`src/rtl/core/stm_pkg.sv`:
```
// Shared constants, types and state codes of the square tone mixer.
package stm_pkg;

    localparam int unsigned SAMPLE_W    = 16;
    localparam int unsigned LEVEL_W     = 15;
    localparam int unsigned PHASE_W     = 32;
    localparam int unsigned SUM_W       = PHASE_W + 1;
    localparam int unsigned CFG_IDX_W   = 2;
    localparam int unsigned CFG_DATA_W  = 32;
    localparam int unsigned DIV_STEPS   = SUM_W;
    localparam int unsigned DIV_CNT_W   = $clog2(DIV_STEPS + 1);

    // Twice the timer input clock, added to the phase counter on every mixed frame.
    localparam logic [SUM_W-1:0]   PHASE_STEP = 33'd2386364;
    localparam logic [LEVEL_W-1:0] TONE_HIGH  = 15'd24575;

    localparam logic [CFG_IDX_W-1:0] CFG_SPEAKER_ENABLE = 2'd0;
    localparam logic [CFG_IDX_W-1:0] CFG_HALF_PERIOD    = 2'd1;
    localparam logic [CFG_IDX_W-1:0] CFG_STEREO_MODE    = 2'd2;

    typedef enum logic {
        PH_IDLE,
        PH_DIV
    } t_phase_state;

    typedef struct packed {
        logic start;   // a mixed frame was accepted: advance the phase
        logic clear;   // the half-period bound was written
    } t_phase_ctrl;

endpackage

```
`src/rtl/core/stm_mix.sv`:
```
// Averages one sample with the tone level, rounding toward zero.
module stm_mix (
    input  logic signed [stm_pkg::SAMPLE_W-1:0] i_sample,
    input  logic        [stm_pkg::LEVEL_W-1:0]  i_level,
    output logic signed [stm_pkg::SAMPLE_W-1:0] o_mixed
);

    logic signed [stm_pkg::SAMPLE_W:0] w_sum;
    logic signed [stm_pkg::SAMPLE_W:0] w_adj;

    always_comb begin
        w_sum = {i_sample[stm_pkg::SAMPLE_W-1], i_sample}
              + $signed({2'b00, i_level});
        // A negative odd sum needs one added so the shift truncates toward zero.
        w_adj = w_sum + $signed({{stm_pkg::SAMPLE_W{1'b0}}, w_sum[stm_pkg::SAMPLE_W]});
        o_mixed = w_adj[stm_pkg::SAMPLE_W:1];
    end

endmodule

```
`src/rtl/core/stm_phase.sv`:
```
// Phase counter and tone level with a bit-serial remainder unit.
module stm_phase (
    input  logic                          i_clk,
    input  logic                          i_rst_n,
    input  stm_pkg::t_phase_ctrl          i_ctrl,
    input  logic [stm_pkg::PHASE_W-1:0]   i_bound,
    output logic [stm_pkg::LEVEL_W-1:0]   o_level,
    output logic                          o_busy
);

    stm_pkg::t_phase_state r_state, n_state;
    logic [stm_pkg::PHASE_W-1:0]   r_phase, n_phase;
    logic [stm_pkg::LEVEL_W-1:0]   r_level, n_level;
    logic [stm_pkg::DIV_CNT_W-1:0] r_count, n_count;
    logic [stm_pkg::PHASE_W-1:0]   r_rem, n_rem;
    logic [stm_pkg::SUM_W-1:0]     r_dvd, n_dvd;

    logic [stm_pkg::PHASE_W-1:0] w_bound;
    logic [stm_pkg::SUM_W-1:0]   w_sum;
    logic [stm_pkg::SUM_W-1:0]   w_trial;
    logic [stm_pkg::SUM_W-1:0]   w_diff;
    logic                        w_fits;
    logic [stm_pkg::PHASE_W-1:0] w_rem_next;

    always_comb begin
        // A zero bound behaves as one.
        w_bound = (i_bound == '0) ? {{(stm_pkg::PHASE_W-1){1'b0}}, 1'b1} : i_bound;
        w_sum   = {1'b0, r_phase} + stm_pkg::PHASE_STEP;
        // One restoring step: bring in the next dividend bit, subtract if it fits.
        w_trial = {r_rem, r_dvd[stm_pkg::SUM_W-1]};
        w_diff  = w_trial - {1'b0, w_bound};
        w_fits  = (w_trial >= {1'b0, w_bound});
        w_rem_next = w_fits ? w_diff[stm_pkg::PHASE_W-1:0] : w_trial[stm_pkg::PHASE_W-1:0];
    end

    always_comb begin
        n_state = r_state;
        n_phase = r_phase;
        n_level = r_level;
        n_count = r_count;
        n_rem   = r_rem;
        n_dvd   = r_dvd;
        case (r_state)
            stm_pkg::PH_IDLE: begin
                if (i_ctrl.clear) begin
                    n_phase = '0;
                    n_level = '0;
                end else if (i_ctrl.start) begin
                    if (w_sum >= {1'b0, w_bound}) begin
                        n_level = stm_pkg::TONE_HIGH - r_level;
                        n_dvd   = w_sum;
                        n_rem   = '0;
                        n_count = stm_pkg::DIV_CNT_W'(stm_pkg::DIV_STEPS);
                        n_state = stm_pkg::PH_DIV;
                    end else begin
                        n_phase = w_sum[stm_pkg::PHASE_W-1:0];
                    end
                end
            end
            stm_pkg::PH_DIV: begin
                n_rem   = w_rem_next;
                n_dvd   = {r_dvd[stm_pkg::SUM_W-2:0], 1'b0};
                n_count = r_count - 1'b1;
                if (r_count == stm_pkg::DIV_CNT_W'(1)) begin
                    n_phase = w_rem_next;
                    n_state = stm_pkg::PH_IDLE;
                end
            end
            default: begin
                n_state = stm_pkg::PH_IDLE;
            end
        endcase
    end

    always_ff @(posedge i_clk) begin
        if (!i_rst_n) begin
            r_state <= stm_pkg::PH_IDLE;
            r_phase <= '0;
            r_level <= '0;
            r_count <= '0;
        end else begin
            r_state <= n_state;
            r_phase <= n_phase;
            r_level <= n_level;
            r_count <= n_count;
        end
    end

    always_ff @(posedge i_clk) begin
        r_rem <= n_rem;
        r_dvd <= n_dvd;
    end

    assign o_level = r_level;
    assign o_busy  = (r_state != stm_pkg::PH_IDLE);

endmodule

```
`src/rtl/core/square_tone_mixer_unit.sv`:
```
// Top level of the square tone mixer: configuration, mixing and output register.
//
// The block mixes a square tone, like that of a PC speaker, into a stream of
// audio frames. Each frame beat carries a left and a right sample and an
// end-of-block mark; the result beat carries the mixed samples and the mark.
// With the speaker enabled each channel in use becomes the average of the
// sample and the tone level, rounded toward zero; in mono mode only the left
// channel is mixed. The tone flips between 0 and 24575 whenever the phase
// counter, advanced by 2386364 on every mixed frame, reaches the half-period
// bound, and it then keeps the remainder modulo the bound. The result of a
// frame is registered at the output in the cycle after it is accepted. Frames
// that pass through, or whose phase sum stays below the bound, leave the
// remainder unit idle and can arrive back to back while the output is not
// stalled. A frame that wraps the phase starts a bit-serial remainder unit that
// takes one dividend bit per cycle over every bit of the phase sum; the next
// frame is accepted only once it is done. A result waiting at the output does
// not stop that work; a full, stalled output register holds the input too.
// The user must write configuration through a plain write port only while
// the block is idle, which it does not enforce. Writing the half-period bound
// clears the phase counter and tone level; writes to an unused index are ignored.
module square_tone_mixer_unit (
    input  logic                                  i_clk,
    input  logic                                  i_rst_n,
    // Configuration write port
    input  logic                                  i_cfg_wr_en,
    input  logic        [stm_pkg::CFG_IDX_W-1:0]  i_cfg_index,
    input  logic        [stm_pkg::CFG_DATA_W-1:0] i_cfg_wdata,
    // Frame input
    input  logic                                  i_valid,
    output logic                                  o_stall,
    input  logic signed [stm_pkg::SAMPLE_W-1:0]   i_sample_left,
    input  logic signed [stm_pkg::SAMPLE_W-1:0]   i_sample_right,
    input  logic                                  i_last_frame,
    // Result output
    output logic                                  o_valid,
    input  logic                                  i_stall,
    output logic signed [stm_pkg::SAMPLE_W-1:0]   o_mixed_left,
    output logic signed [stm_pkg::SAMPLE_W-1:0]   o_mixed_right,
    output logic                                  o_end_of_block
);

    // Configuration registers.
    logic                          r_speaker_enable;
    logic [stm_pkg::PHASE_W-1:0]   r_half_period_bound;
    logic                          r_stereo_mode;

    // Output register.
    logic                          r_out_valid, n_out_valid;
    logic signed [stm_pkg::SAMPLE_W-1:0] r_mixed_left, n_mixed_left;
    logic signed [stm_pkg::SAMPLE_W-1:0] r_mixed_right, n_mixed_right;
    logic                          r_end_of_block, n_end_of_block;

    logic                          w_accept;
    logic                          w_busy;
    logic [stm_pkg::LEVEL_W-1:0]   w_level;
    logic signed [stm_pkg::SAMPLE_W-1:0] w_mix_left;
    logic signed [stm_pkg::SAMPLE_W-1:0] w_mix_right;
    stm_pkg::t_phase_ctrl          w_phase_ctrl;

    // The tone level only changes once the frame that used it has been taken,
    // so both channels are mixed on the cycle the frame is accepted.
    stm_mix u_mix_left (
        .i_sample (i_sample_left),
        .i_level  (w_level),
        .o_mixed  (w_mix_left)
    );

    stm_mix u_mix_right (
        .i_sample (i_sample_right),
        .i_level  (w_level),
        .o_mixed  (w_mix_right)
    );

    stm_phase u_phase (
        .i_clk    (i_clk),
        .i_rst_n  (i_rst_n),
        .i_ctrl   (w_phase_ctrl),
        .i_bound  (r_half_period_bound),
        .o_level  (w_level),
        .o_busy   (w_busy)
    );

    // The input is held while the remainder unit runs or a stalled result
    // still occupies the output register.
    assign o_stall  = w_busy || (r_out_valid && i_stall);
    assign w_accept = i_valid && !o_stall;

    always_comb begin
        w_phase_ctrl.start = w_accept && r_speaker_enable;
        w_phase_ctrl.clear = i_cfg_wr_en && (i_cfg_index == stm_pkg::CFG_HALF_PERIOD);
    end

    always_ff @(posedge i_clk) begin
        if (!i_rst_n) begin
            r_speaker_enable    <= 1'b0;
            r_half_period_bound <= {{(stm_pkg::PHASE_W-1){1'b0}}, 1'b1};
            r_stereo_mode       <= 1'b1;
        end else if (i_cfg_wr_en) begin
            case (i_cfg_index)
                stm_pkg::CFG_SPEAKER_ENABLE: begin
                    r_speaker_enable <= i_cfg_wdata[0];
                end
                stm_pkg::CFG_HALF_PERIOD: begin
                    r_half_period_bound <= i_cfg_wdata[stm_pkg::PHASE_W-1:0];
                end
                stm_pkg::CFG_STEREO_MODE: begin
                    r_stereo_mode <= i_cfg_wdata[0];
                end
                default: begin
                end
            endcase
        end
    end

    always_comb begin
        n_out_valid    = r_out_valid;
        n_mixed_left   = r_mixed_left;
        n_mixed_right  = r_mixed_right;
        n_end_of_block = r_end_of_block;
        if (w_accept) begin
            n_out_valid    = 1'b1;
            n_mixed_left   = r_speaker_enable ? w_mix_left : i_sample_left;
            n_mixed_right  = (r_speaker_enable && r_stereo_mode) ? w_mix_right
                                                                 : i_sample_right;
            n_end_of_block = i_last_frame;
        end else if (!i_stall) begin
            n_out_valid = 1'b0;
        end
    end

    always_ff @(posedge i_clk) begin
        if (!i_rst_n) begin
            r_out_valid <= 1'b0;
        end else begin
            r_out_valid <= n_out_valid;
        end
    end

    always_ff @(posedge i_clk) begin
        r_mixed_left   <= n_mixed_left;
        r_mixed_right  <= n_mixed_right;
        r_end_of_block <= n_end_of_block;
    end

    assign o_valid        = r_out_valid;
    assign o_mixed_left   = r_mixed_left;
    assign o_mixed_right  = r_mixed_right;
    assign o_end_of_block = r_end_of_block;

endmodule

```
`config.mk`:
```
export PLATFORM = sky130hd
export DESIGN_NAME = square_tone_mixer_unit
export DESIGN_NICKNAME = d
export VERILOG_FILES = /design/src/rtl/core/stm_pkg.sv /design/src/rtl/core/stm_mix.sv /design/src/rtl/core/stm_phase.sv /design/src/rtl/core/square_tone_mixer_unit.sv
export SDC_FILE = /design/constraint.sdc
export NUM_CORES = 1
export LEC_CHECK = 0
export BUFFER_PORTS_ARGS = -buffer_cell sky130_fd_sc_hd__buf_2
export CAP_MARGIN = 10
export CORE_MARGIN = 4
export CORE_UTILIZATION = 50
export CTS_CLUSTER_DIAMETER = 40
export CTS_CLUSTER_SIZE = 24
export DETAILED_ROUTE_END_ITERATION = 10
export PLACE_DENSITY = 0.68
export SLEW_MARGIN = 20
export SYNTH_ARGS = -nofsm -noshare
export SYNTH_HDL_FRONTEND = slang
export SYNTH_SLANG_ARGS = --single-unit
export TNS_END_PERCENT = 5
```
`constraint.sdc`:
```
create_clock -name i_clk -period 12.6 [get_ports i_clk]
set_input_delay 0.63 -clock i_clk [delete_from_list [all_inputs] [get_ports i_clk]]
set_output_delay 0.63 -clock i_clk [all_outputs]
set_load 0.03 [all_outputs]
```
==> impl_metrics.tcl <==
set metrics [dict create \
    status "finished clean" \
    drv_cap 0 \
    synthAdderAreaFrac 0.09645 \
    ios 107 \
    initial_core_util 0.5068 \
    synth_commonest_cells "nand2_1 (202), nor2_1 (103), a21oi_1 (102), edfxtp_1 (98), ha_1 (97)" \
    reg2reg_slack_ns 7.31 \
    synth_nets 1673 \
    port_buffers 106 \
    fmax_mhz 189.2 \
    worstSkewPairLatency_ns 0.44 \
    crit_slowest_cell "a31o_2" \
    ys_seq_area_frac 0.3562 \
    antenna_found_initial 0 \
    synth_area_leaders "edfxtp_1 (22%), dfxtp_1 (13%), ha_1 (9.2%)" \
    yosys.area_share.simple 0.1840 \
    syn_area_per_cell_sq_um 8.798 \
    max-vdd-ir-drop_v 0.00009654 \
    synth_compound_area_frac 0.2173 \
    hold_start "i_last_frame" \
    finalClockSkew_ns 0.01027 \
    pwr_density_cell_nw_per_um2 105.9 \
    wl_per_cell_microns 18.71 \
    cts_buffer_depth 2 \
    hold_path_end "o_end_of_block" \
    root_buffer "clkbuf_16" \
    synth.most_common_cell "nand2_1" \
    grt_start_max_net_pins 94 \
    vias_per_cell 5.993 \
    drt_iter0_drc 1022 \
    synth_top_cell_area_share 0.2228 \
    route.detailed.drc 0 \
    r2r-start "u_phase.r_phase[2]" \
    synth_top_family_by_area "compound AO/OA/AOI/OAI gates" \
    final_cells 1911 \
    ys.flop_type "edfxtp_1" \
    min_path_cells 1 \
    core_area_sq_um 26060 \
    vias 11450 \
    numCtsBuffers 17 \
    hold_class "in -> reg" \
    ys_types 84 \
    muxShareOfSynthArea 0.04301 \
    rows 59 \
    ant_nets 0 \
    p_leak_nw 5.730 \
    regArea_sq_um 4705 \
    finalMaxSlewViolations 0 \
    cts-resized-gates 0 \
    multiInputGateArea_sq_um 7990 \
    cp_slowest_stage_delay_ns 0.76 \
    grt_pass1_vias 10770 \
    grt-ovfl-total 0 \
    crit_chain "o41ai_2 > a21oi_1 > o21ai_0 > nand2_1 > a21oi_1 > nor2_1 > xnor2_1 > ha_1 > a21o_1 > a211o_1 > o221a_2 > o21ai_0 > a31o_2 > and2_1 > a221o_1" \
    hold_viol_final 0 \
    min_period_over_period 0.4195 \
    worstSetupStartpointType "flip-flop" \
    fillerInstances 2387 \
    drive_gt1_frac 0.1320 \
    r2r_cells 15 \
    yosys_warnings 0 \
    hold_buffers 0 \
    dp.cells 1879 \
    antenna_cells 0 \
    die_h_microns 170.5 \
    place_ws_ns 7.460 \
    reg2reg_to "u_phase.r_phase[25]" \
    whs_ns 0.3665 \
    arrival_ns 5.66 \
    path_max_fanout 39 \
    min_period_ns 5.285 \
    synth_xor_area_frac 0.06300 \
    grt_use_total 0.2443 \
    ys_ff_latch 186 \
    end_kind "flip-flop" \
    finalSetupTns_ns 0 \
    grt_pass1_wl_mm 57.01 \
    critPathKind "reg -> reg" \
    synthCells 1501 \
    htree_num_levels 4 \
    grt_setup_unrepaired "false" \
    clk_pin_slew_ns 0.07 \
    relSlewSlack 0.2864 \
    synth_area_leader_cell "edfxtp_1" \
    drt_wl_total_mm 35.75 \
    nNetsFinal 1735 \
    async_flop_share 0 \
    area_growth_syn_to_layout_pct 10.21 \
    dr.pass1.iters 5 \
    dpl.hpwl_mm 26.93 \
    fp.dieArea_sq_um 29080 \
    die_x_microns 170.5 \
    worst_pin_slew_ns 1.070 \
    routabilityCongestion 0.9151 \
    cts_setup_buffers 0 \
    cts_tree "done" \
    setup_viol 0 \
    synth_edf_count 98 \
    clock_sinks 186 \
    required_ns 12.98 \
    setup_ws_ns 7.315 \
    syn_area_sq_um 13210 \
]
-- sequential cells by signal, indices dropped and copies added, names as in the netlist --
signal and cells:
o_valid 1, u_phase.r_dvd 33, r_speaker_enable 1, u_phase.r_count 6, u_phase.r_phase 32, o_end_of_block 1, o_mixed_left 16, u_phase.o_busy 1
r_half_period_bound 32, r_stereo_mode 1, u_phase.r_rem 32, o_mixed_right 16, u_phase.o_level 14
-- critical path: cells and delay by family, from the launching register on --
kind                       cells  cell delay [ns]
DFF                            1             0.37
adders and majority gates      1             0.31
AOI/OAI and AO/OA             10             3.51
xor gates and xnor gates       1             0.29
and+or+nand+nor                3             0.74
-- through the flow --
stage	total power, W	util	area (sq um)
2_1_floorplan	0.0008998	-	13210
3_3_place_gp	0.0009749	0.5348	13940
3_5_place_dp	0.0009799	0.5348	13940
4_1_cts	0.001546	0.5586	14560
5_1_grt	0.001607	0.5586	14560
6_report	0.001542	0.5586	14560
-- cell usage in the layout (no fill, tap or decap), types with 17 or more instances in the layout --
master / n
buf_2: 106
xor2_1: 39
nand2_1: 202
nor2_1: 102
edfxtp_1: 98
dfxtp_1: 88
mux2_2: 30
clkbuf_16: 17
a21oi_1: 102
o21a_1: 21
inv_1: 61
nand4_1: 30
a21o_1: 26
ha_1: 97
o21ai_0: 79
mux2i_1: 23
nor3_1: 27
nand3_1: 36
a21boi_0: 36
xnor2_1: 56
-- power breakdown --
part / total [W] / internal, W / switching, W
sequential: 0.000682 / 0.000664 / 0.0000180
combinational: 0.000290 / 0.000111 / 0.000179
clock: 0.000570 / 0.000338 / 0.000232
total: 0.00154 / 0.00111 / 0.000429
-- cell type report --
type | count | area share
Sequential cell | 186 | 0.3232
Clock buffer | 21 | 0.03095
Clock inverter | 11 | 0.01152
Inverter | 62 | 0.01599
Tap cell | 335 | 0.02880
Multi-Input combinational cell | 1182 | 0.5490
Timing Repair Buffer | 114 | 0.04057
-- worst max path at each step --
stage | start | end | slack, ns | depth (start not counted)
after floorplan | u_phase.r_phase[2] | u_phase.r_dvd[0] | 4.36 | 17
after global placement | u_phase.r_phase[2] | u_phase.r_phase[25] | 7.67 | 15
final | u_phase.r_phase[2] | u_phase.r_phase[25] | 7.31 | 15
after global routing | u_phase.r_phase[2] | u_phase.r_phase[25] | 6.94 | 15
after CTS | u_phase.r_phase[2] | u_phase.r_phase[25] | 7.41 | 15
after detailed placement | u_phase.r_phase[2] | u_phase.r_phase[25] | 7.46 | 15
-- routing by layer --
metal / up-vias / global-route usage / part of all wire
met4: 0 / 0.08715 / 0.029
met1: 5406 / 0.3376 / 0.45
met2: 355 / 0.3963 / 0.47
li1: 5635 / - / -
met5: - / 0 / 0
met3: 57 / 0.03050 / 0.055
-- logic make-up (layout without fill, tap and decap cells) --
| group | after synthesis | after routing |
|---|---|---|
| compound gates | 422 | 422 |
| xor+xnor | 95 | 95 |
| fa+ha+maj | 100 | 100 |
| buf+inv | 133 | 208 |
| flops | 186 | 186 |
| mux | 53 | 53 |
| simple gates | 512 | 512 |
Power figures use the tool's default switching activity.
